File: src/hw/rtl/bsef_pkg.sv
package bsef_pkg;

  localparam int FRAC_BITS = 16;

  localparam logic signed [63:0] CAP = 64'sh3FFF_FFFF_FFFF_FFFF;
  localparam logic signed [63:0] Q_ONE = 64'sd1 <<< FRAC_BITS;
  localparam logic [63:0] Q_K0 = ((64'd57573 << FRAC_BITS) + 64'd400) / 64'd800;
  localparam logic [63:0] Q_SEVEN_THIRDS = ((64'd7 << FRAC_BITS) + 64'd1) / 64'd3;
  localparam logic [63:0] Q_28_THIRDS = ((64'd28 << FRAC_BITS) + 64'd1) / 64'd3;

  localparam logic [63:0] FORCE_MAX = 64'h0000_007F_FFFF_FFFF;
  localparam logic [63:0] E_MAX = 64'h0000_00FF_FFFF_FFFF;
  localparam logic signed [27:0] DELTA_HI = 28'sd16777215;
  localparam logic signed [27:0] DELTA_LO = -28'sd16777216;

  localparam int SQ_STEPS = 25;
  localparam int DIV_STEPS = 40;
  localparam logic [50:0] SQ_BIT0 = 51'd1 << 48;

  localparam logic [4:0] OP_IDLE  = 5'd0;
  localparam logic [4:0] OP_SQX   = 5'd1;
  localparam logic [4:0] OP_SQY   = 5'd2;
  localparam logic [4:0] OP_SQZ   = 5'd3;
  localparam logic [4:0] OP_SQI   = 5'd4;
  localparam logic [4:0] OP_SQS   = 5'd5;
  localparam logic [4:0] OP_DELTA = 5'd6;
  localparam logic [4:0] OP_D2    = 5'd7;
  localparam logic [4:0] OP_T7    = 5'd8;
  localparam logic [4:0] OP_POLY  = 5'd9;
  localparam logic [4:0] OP_A     = 5'd10;
  localparam logic [4:0] OP_AD2   = 5'd11;
  localparam logic [4:0] OP_E     = 5'd12;
  localparam logic [4:0] OP_D3    = 5'd13;
  localparam logic [4:0] OP_T28   = 5'd14;
  localparam logic [4:0] OP_SIX1  = 5'd15;
  localparam logic [4:0] OP_SIX2  = 5'd16;
  localparam logic [4:0] OP_INNER = 5'd17;
  localparam logic [4:0] OP_F     = 5'd18;
  localparam logic [4:0] OP_NX    = 5'd19;
  localparam logic [4:0] OP_DVX   = 5'd20;
  localparam logic [4:0] OP_CPX   = 5'd21;
  localparam logic [4:0] OP_NY    = 5'd22;
  localparam logic [4:0] OP_DVY   = 5'd23;
  localparam logic [4:0] OP_CPY   = 5'd24;
  localparam logic [4:0] OP_NZ    = 5'd25;
  localparam logic [4:0] OP_DVZ   = 5'd26;
  localparam logic [4:0] OP_CPZ   = 5'd27;
  localparam logic [4:0] OP_FIN   = 5'd28;
  localparam logic [4:0] OP_LOAD  = 5'd29;

  typedef struct packed {
    logic [4:0] op;
    logic       mul_go;
    logic       exec;
  } bsef_cmd_t;

  typedef struct packed {
    logic mul_done;
    logic out_free;
  } bsef_stat_t;

  function automatic logic is_mul(input logic [4:0] op);
    return op == OP_SQX || op == OP_SQY || op == OP_SQZ || op == OP_D2 ||
           op == OP_T7 || op == OP_A || op == OP_AD2 || op == OP_E ||
           op == OP_D3 || op == OP_T28 || op == OP_F || op == OP_NX ||
           op == OP_NY || op == OP_NZ;
  endfunction

  function automatic logic [64:0] qround(input logic [127:0] p, input logic neg);
    logic [63:0] r;
    logic ovf;
    ovf = |p[127:64];
    r = (p[63:0] >> FRAC_BITS) + 64'(p[FRAC_BITS-1]);
    if (ovf) r = CAP;
    return {ovf, neg ? -r : r};
  endfunction

  function automatic logic [64:0] sadd(input logic signed [63:0] a,
                                       input logic signed [63:0] b);
    logic signed [63:0] s;
    s = a + b;
    if (s > CAP) return {1'b1, CAP};
    if (s < -CAP) return {1'b1, -CAP};
    return {1'b0, s};
  endfunction

  function automatic logic [63:0] mag64(input logic signed [63:0] v);
    return v[63] ? -v : v;
  endfunction

endpackage

File: src/hw/rtl/bsef_ctrl.sv
module bsef_ctrl (
  input  logic               clk,
  input  logic               rst_n,
  input  logic               in_valid,
  output logic               in_ready,
  input  bsef_pkg::bsef_stat_t stat,
  output bsef_pkg::bsef_cmd_t  cmd
);
  import bsef_pkg::*;

  logic [4:0] op_r, op_nxt;
  logic       ph_r, ph_nxt;
  logic [5:0] cnt_r, cnt_nxt;

  always_comb begin
    op_nxt = op_r;
    ph_nxt = ph_r;
    cnt_nxt = cnt_r;
    in_ready = 1'b0;
    cmd.op = op_r;
    cmd.mul_go = 1'b0;
    cmd.exec = 1'b0;
    if (op_r == OP_IDLE) begin
      in_ready = 1'b1;
      cmd.op = OP_LOAD;
      if (in_valid) begin
        cmd.exec = 1'b1;
        op_nxt = OP_SQX;
      end
    end else if (is_mul(op_r)) begin
      if (!ph_r) begin
        cmd.mul_go = 1'b1;
        ph_nxt = 1'b1;
      end else if (stat.mul_done) begin
        cmd.exec = 1'b1;
        ph_nxt = 1'b0;
        op_nxt = op_r + 5'd1;
      end
    end else if (op_r == OP_SQS) begin
      cmd.exec = 1'b1;
      cnt_nxt = cnt_r + 6'd1;
      if (cnt_r == 6'(SQ_STEPS - 1)) begin
        cnt_nxt = '0;
        op_nxt = op_r + 5'd1;
      end
    end else if (op_r == OP_DVX || op_r == OP_DVY || op_r == OP_DVZ) begin
      cmd.exec = 1'b1;
      cnt_nxt = cnt_r + 6'd1;
      if (cnt_r == 6'(DIV_STEPS - 1)) begin
        cnt_nxt = '0;
        op_nxt = op_r + 5'd1;
      end
    end else if (op_r == OP_FIN) begin
      if (stat.out_free) begin
        cmd.exec = 1'b1;
        op_nxt = OP_IDLE;
      end
    end else begin
      cmd.exec = 1'b1;
      op_nxt = op_r + 5'd1;
    end
  end

  always_ff @(posedge clk) begin
    if (!rst_n) begin
      op_r <= OP_IDLE;
      ph_r <= 1'b0;
      cnt_r <= '0;
    end else begin
      op_r <= op_nxt;
      ph_r <= ph_nxt;
      cnt_r <= cnt_nxt;
    end
  end
endmodule

File: config.mk
export PLATFORM = sky130hd
export DESIGN_NAME = bsef_ctrl
export DESIGN_NICKNAME = d
export VERILOG_FILES = /design/src/hw/rtl/bsef_pkg.sv /design/src/hw/rtl/bsef_ctrl.sv
export SDC_FILE = /design/constraint.sdc
export NUM_CORES = 1
export LEC_CHECK = 0
export BUFFER_PORTS_ARGS = -buffer_cell sky130_fd_sc_hd__buf_2
export CORE_MARGIN = 2
export CORE_UTILIZATION = 50
export DETAILED_ROUTE_END_ITERATION = 10
export PLACE_DENSITY = 0.73
export SYNTH_ARGS = -nofsm -noshare
export SYNTH_HDL_FRONTEND = slang
export SYNTH_SLANG_ARGS = --single-unit
File: constraint.sdc
create_clock -name clk -period 2.35 [get_ports clk]
set_clock_uncertainty 0.1 [all_clocks]
set_input_delay 0.705 -clock clk [delete_from_list [all_inputs] [get_ports clk]]
set_output_delay 0.705 -clock clk [all_outputs]
set_load 0.05 [all_outputs]
==> results summary <==
The initial standard-cell utilization of the core is 0.518. Among all cell types in the netlist, the one instantiated most often is sky130_fd_sc_hd__dfxtp_1. The die width came out at 48.4 um. The critical path is of the reg -> out type. The setup check on the worst reg-to-reg path leaves a slack of 0.09 ns. In this run the cell area measured after placement is 0.00124 mm^2. The number of nets in the synthesized netlist is 139. The reg-to-reg critical path startpoint is op_r[0]$_SDFFE_PN0P_. The signed area change from the synthesized netlist to the final layout came out at 39.5%.

Once routing completed, OpenROAD measured the worst setup slack at -0.273 ns. The post-route fraction of the period consumed by the critical path is 1.12. The internal power of the cells totals 798 uW. The HPWL after detailed placement is 1.93 mm. The aggregate global routing overflow is 0. The timing-limited maximum frequency is 0.381 GHz. For this block, the routed nets add up to 2.84 mm of wire. The count of cells along the worst hold path is 2.

The share of total power dissipated in the clock network is 0.108. The Yosys warning count is 0. In this run the most used layer during global routing was met2. Of the total power, combinational logic draws 0.714. For this block, the initial DRC count from the detailed router was 34.

By area, the combinational part of the netlist is dominated by simple AND/OR/NAND/NOR gates. The path with the worst hold slack has its endpoint at cnt_r[1]$_SDFFE_PN0P_. TritonCTS built the clock tree. The first-pass GRT wire length came out at 4.67 mm. The via total after detailed routing is 1096. For this run, the total global-route usage over all layers was measured as 0.255. The end of the worst register-to-register path is op_r[3]$_SDFFE_PN0P_. The via count of the first global-routing pass is 995. Clock-pin slew was measured on the worst setup and hold paths at 0.07 ns.

The run finished, with violations left. The total net switching power is 767 uW. Ranked by instance count, the synthesized netlist is headed by 12 x sky130_fd_sc_hd__dfxtp_1, 11 x sky130_fd_sc_hd__nand2_1, 9 x sky130_fd_sc_hd__nor2_1, 8 x sky130_fd_sc_hd__o21ai_0, 7 x sky130_fd_sc_hd__nor3_1.

The number of buffers between clock root and the deepest sink came out at 2. The global routing met3 resource utilization is 0.0710. The number of clock buffers inserted by TritonCTS is 3. The detailed-router iteration count before antenna repair came out at 5. Synthesis instantiated 44 different standard cells from the library. The number of pins exceeding their max-slew limit in the final report is 0.

0 antenna diodes ended up in the layout. The sequential area share after synthesis is 0.244. Setup repair after global routing could not meet its margin everywhere. The cell count after synthesis came out at 128. The root buffer cell chosen for the clock tree is sky130_fd_sc_hd__clkbuf_4. STA classifies the critical path startpoint as a register. The number of enable-type register cells in the synthesized netlist came out at 0. The leakage power came out at 0.538 nW. The share of synthesized registers carrying an async set or reset came out at 0. Across the run, the number of max-cap violations was 0.

Of the total synthesized cell area, the portion taken by AND, OR, NAND and NOR gates is 0.353. The arrival time at the worst endpoint came out at 1.82 ns. The global placer's final weighted congestion is 0.855.

The post-synth design cell area came out at 986 um^2. The checks that failed: negative setup slack. STA classifies the critical path endpoint as a primary output. The number of antenna violations at the first check in global routing is 0. Of the total synthesized cell area, the portion taken by full adders, half adders and majority gates is 0.0761. The share of Yosys cell area claimed by the top area cell type came out at 0.244. The met2 track demand over resource in global routing came out at 0.426. For this run, global-route usage on met1 was measured as 0.322. The register share of total power is 0.178. The peak ir drop on the vdd network is 1.27 mV. The flop and latch count out of synthesis is 12. The post-route standard cell area excluding fillers came out at 0.00138 mm^2. The synthesized area divided by synthesized cell count is 7.70 um^2. The floorplan step set the die height to 48.4 um. In the post-synthesis netlist, the biggest area contributors are sky130_fd_sc_hd__dfxtp_1 24%, sky130_fd_sc_hd__ha_1 7.6%, sky130_fd_sc_hd__nand2_1 4.2%, sky130_fd_sc_hd__o21ai_0 4.1%, sky130_fd_sc_hd__nor3_1 3.6%.

The final count of hold timing violations is 0. The transition at the pin with the smallest max-transition slack is 0.448 ns. The most common flop cell mapped by yosys is sky130_fd_sc_hd__dfxtp_1.

Counting I/O delays and the setup requirement, the final critical path takes 2.62 ns. The switching part of the total is 0.490. The required time of the critical path is 1.54 ns. The complex-gate fraction of the synthesized area is 0.206. The area of the die came out at 0.00234 mm^2.

In this run the standard cell core region covers 0.00190 mm^2. The worst hold path belongs to the class reg -> reg. The total power consumption of the routed design is 1.56 mW. Row generation in the floorplan step produced 16 rows. CTS saw 12 sinks.

The worst-path maximum fanout came out at 5. The level count of the clock H-tree is 1. In this run the most critical hold path is launched from cnt_r[1]$_SDFFE_PN0P_. The final layout net count is 165. Entering global routing, the biggest net connects 12 pins. In this run the worst setup path begins at op_r[0]$_SDFFE_PN0P_. Summed over all instances, the cell type with the most area after synthesis is sky130_fd_sc_hd__dfxtp_1. The via density per instance came out at 6.09. The worst pin sits at a relative slew slack of 0.701. The worst register-to-register path has a depth of 9. The xor/xnor cell area share of the yosys netlist came out at 0.0178. In this run the count of I/O pins placed on the die edge is 13. The ratio of cells with drive above 1 in the final layout came out at 0.438. The number of port buffers is 12. The final number of setup-violating endpoints came out at 8. The total DRC errors in the routed layout came out at 0. The clock reaches the later pin of the worst-skew pair after 0.28 ns. In the final routed layout, each cell accounts on average for 15.8 um.

The power per cell area is 1140 mW/mm^2. The multiplexer fraction of the synthesized cell area is 0.0317. In this run the remaining antenna-violating nets after routing total 0.
==> area by class of cell <==
| type | instances | area (um^2) |
|---|---|---|
| Multi-Input combinational cell | 101 | 790 |
| Fill cell | 136 | 527 |
| Sequential cell | 12 | 249 |
| Timing Repair Buffer | 30 | 236 |
| Clock buffer | 4 | 36.3 |
| Tap cell | 27 | 33.8 |
| Inverter | 6 | 30.0 |
==> power by group through the flow <==
stage                     combinational (mW)  clock (mW)  sequential (mW)
final                                   1.12       0.170            0.278
after detailed placement               0.946           0            0.275
after global placement                 0.931           0            0.273
after global routing                    1.18       0.181            0.281
after CTS                               1.07       0.174            0.278
after floorplan                        0.702           0            0.272
==> through the flow <==
stage	utilization	hold slack, ns	setup slack (ns)	std cells	TNS (ns)
final	0.723	0.412	-0.273	180	-1.78
after CTS	0.712	0.412	-0.263	179	-1.78
after floorplan	-	0.362	-0.0107	128	-0.0107
after detailed placement	0.651	0.400	-0.150	174	-0.264
after global placement	0.651	0.379	-0.111	174	-0.205
after global routing	0.723	0.439	-0.353	180	-2.60
==> worst max-delay path, cell delays in order, from the launching register on <==
cell and delay, ns:
sky130_fd_sc_hd__dfxtp_4 0.42, sky130_fd_sc_hd__ha_4 0.17, sky130_fd_sc_hd__nor2b_4 0.14, sky130_fd_sc_hd__o21bai_2 0.08, sky130_fd_sc_hd__a32o_2 0.31, sky130_fd_sc_hd__buf_12 0.13
sky130_fd_sc_hd__nor3_4 0.11, sky130_fd_sc_hd__buf_6 0.18
==> routing by layer <==
metal | vias to the layer above | wire (um)
met3 | 8 | 193
met2 | 58 | 1370
met4 | 0 | 68
met1 | 512 | 1210
met5 | - | 0
li1 | 518 | -
==> registers in the layout (all words and copies together), names as in the netlist <==
| signal | cells |
|---|---|
| ph_r | 1 |
| cnt_r | 6 |
| op_r | 5 |
==> layout by cell type, fill, tap and decap left out, types with 3 or more instances in the layout <==
| cell | count |
|---|---|
| sky130_fd_sc_hd__inv_1 | 3 |
| sky130_fd_sc_hd__nor3_1 | 5 |
| sky130_fd_sc_hd__ha_1 | 3 |
| sky130_fd_sc_hd__buf_4 | 22 |
| sky130_fd_sc_hd__nand2_1 | 10 |
| sky130_fd_sc_hd__nand3_1 | 5 |
| sky130_fd_sc_hd__clkbuf_4 | 3 |
| sky130_fd_sc_hd__o21ai_0 | 8 |
| sky130_fd_sc_hd__nand4_1 | 3 |
| sky130_fd_sc_hd__and3_1 | 3 |
| sky130_fd_sc_hd__buf_2 | 5 |
| sky130_fd_sc_hd__nor2_1 | 8 |
| sky130_fd_sc_hd__dfxtp_1 | 9 |
| sky130_fd_sc_hd__or2_4 | 5 |
| sky130_fd_sc_hd__inv_4 | 3 |
| sky130_fd_sc_hd__o21ai_1 | 3 |
| sky130_fd_sc_hd__ha_4 | 3 |
==> kinds of logic after synthesis <==
group	after synthesis
flops	12
buf+inv	15
xor+xnor	2
simple gates	61
mux	3
fa+ha+maj	6
compound gates	29
==> how the worst max path moves through the flow <==
stage          endpoint  depth (start not counted)
2_1_floorplan    cmd[1]                          6
3_3_place_gp     cmd[0]                          8
3_5_place_dp     cmd[0]                          8
4_1_cts          cmd[1]                          7
5_1_grt          cmd[1]                          8
6_report         cmd[1]                          7
==> repair_timing <==
| item | 4_1_cts | 5_1_grt |
|---|---|---|
| pin swaps | 7 | 1 |
| resized for setup | 19 | 3 |
| buffers inserted | 1 | 1 |
| hold buffers | 0 | 0 |
| setup endpoints to repair | 8 | 11 |
Power figures use the tool's default switching activity.
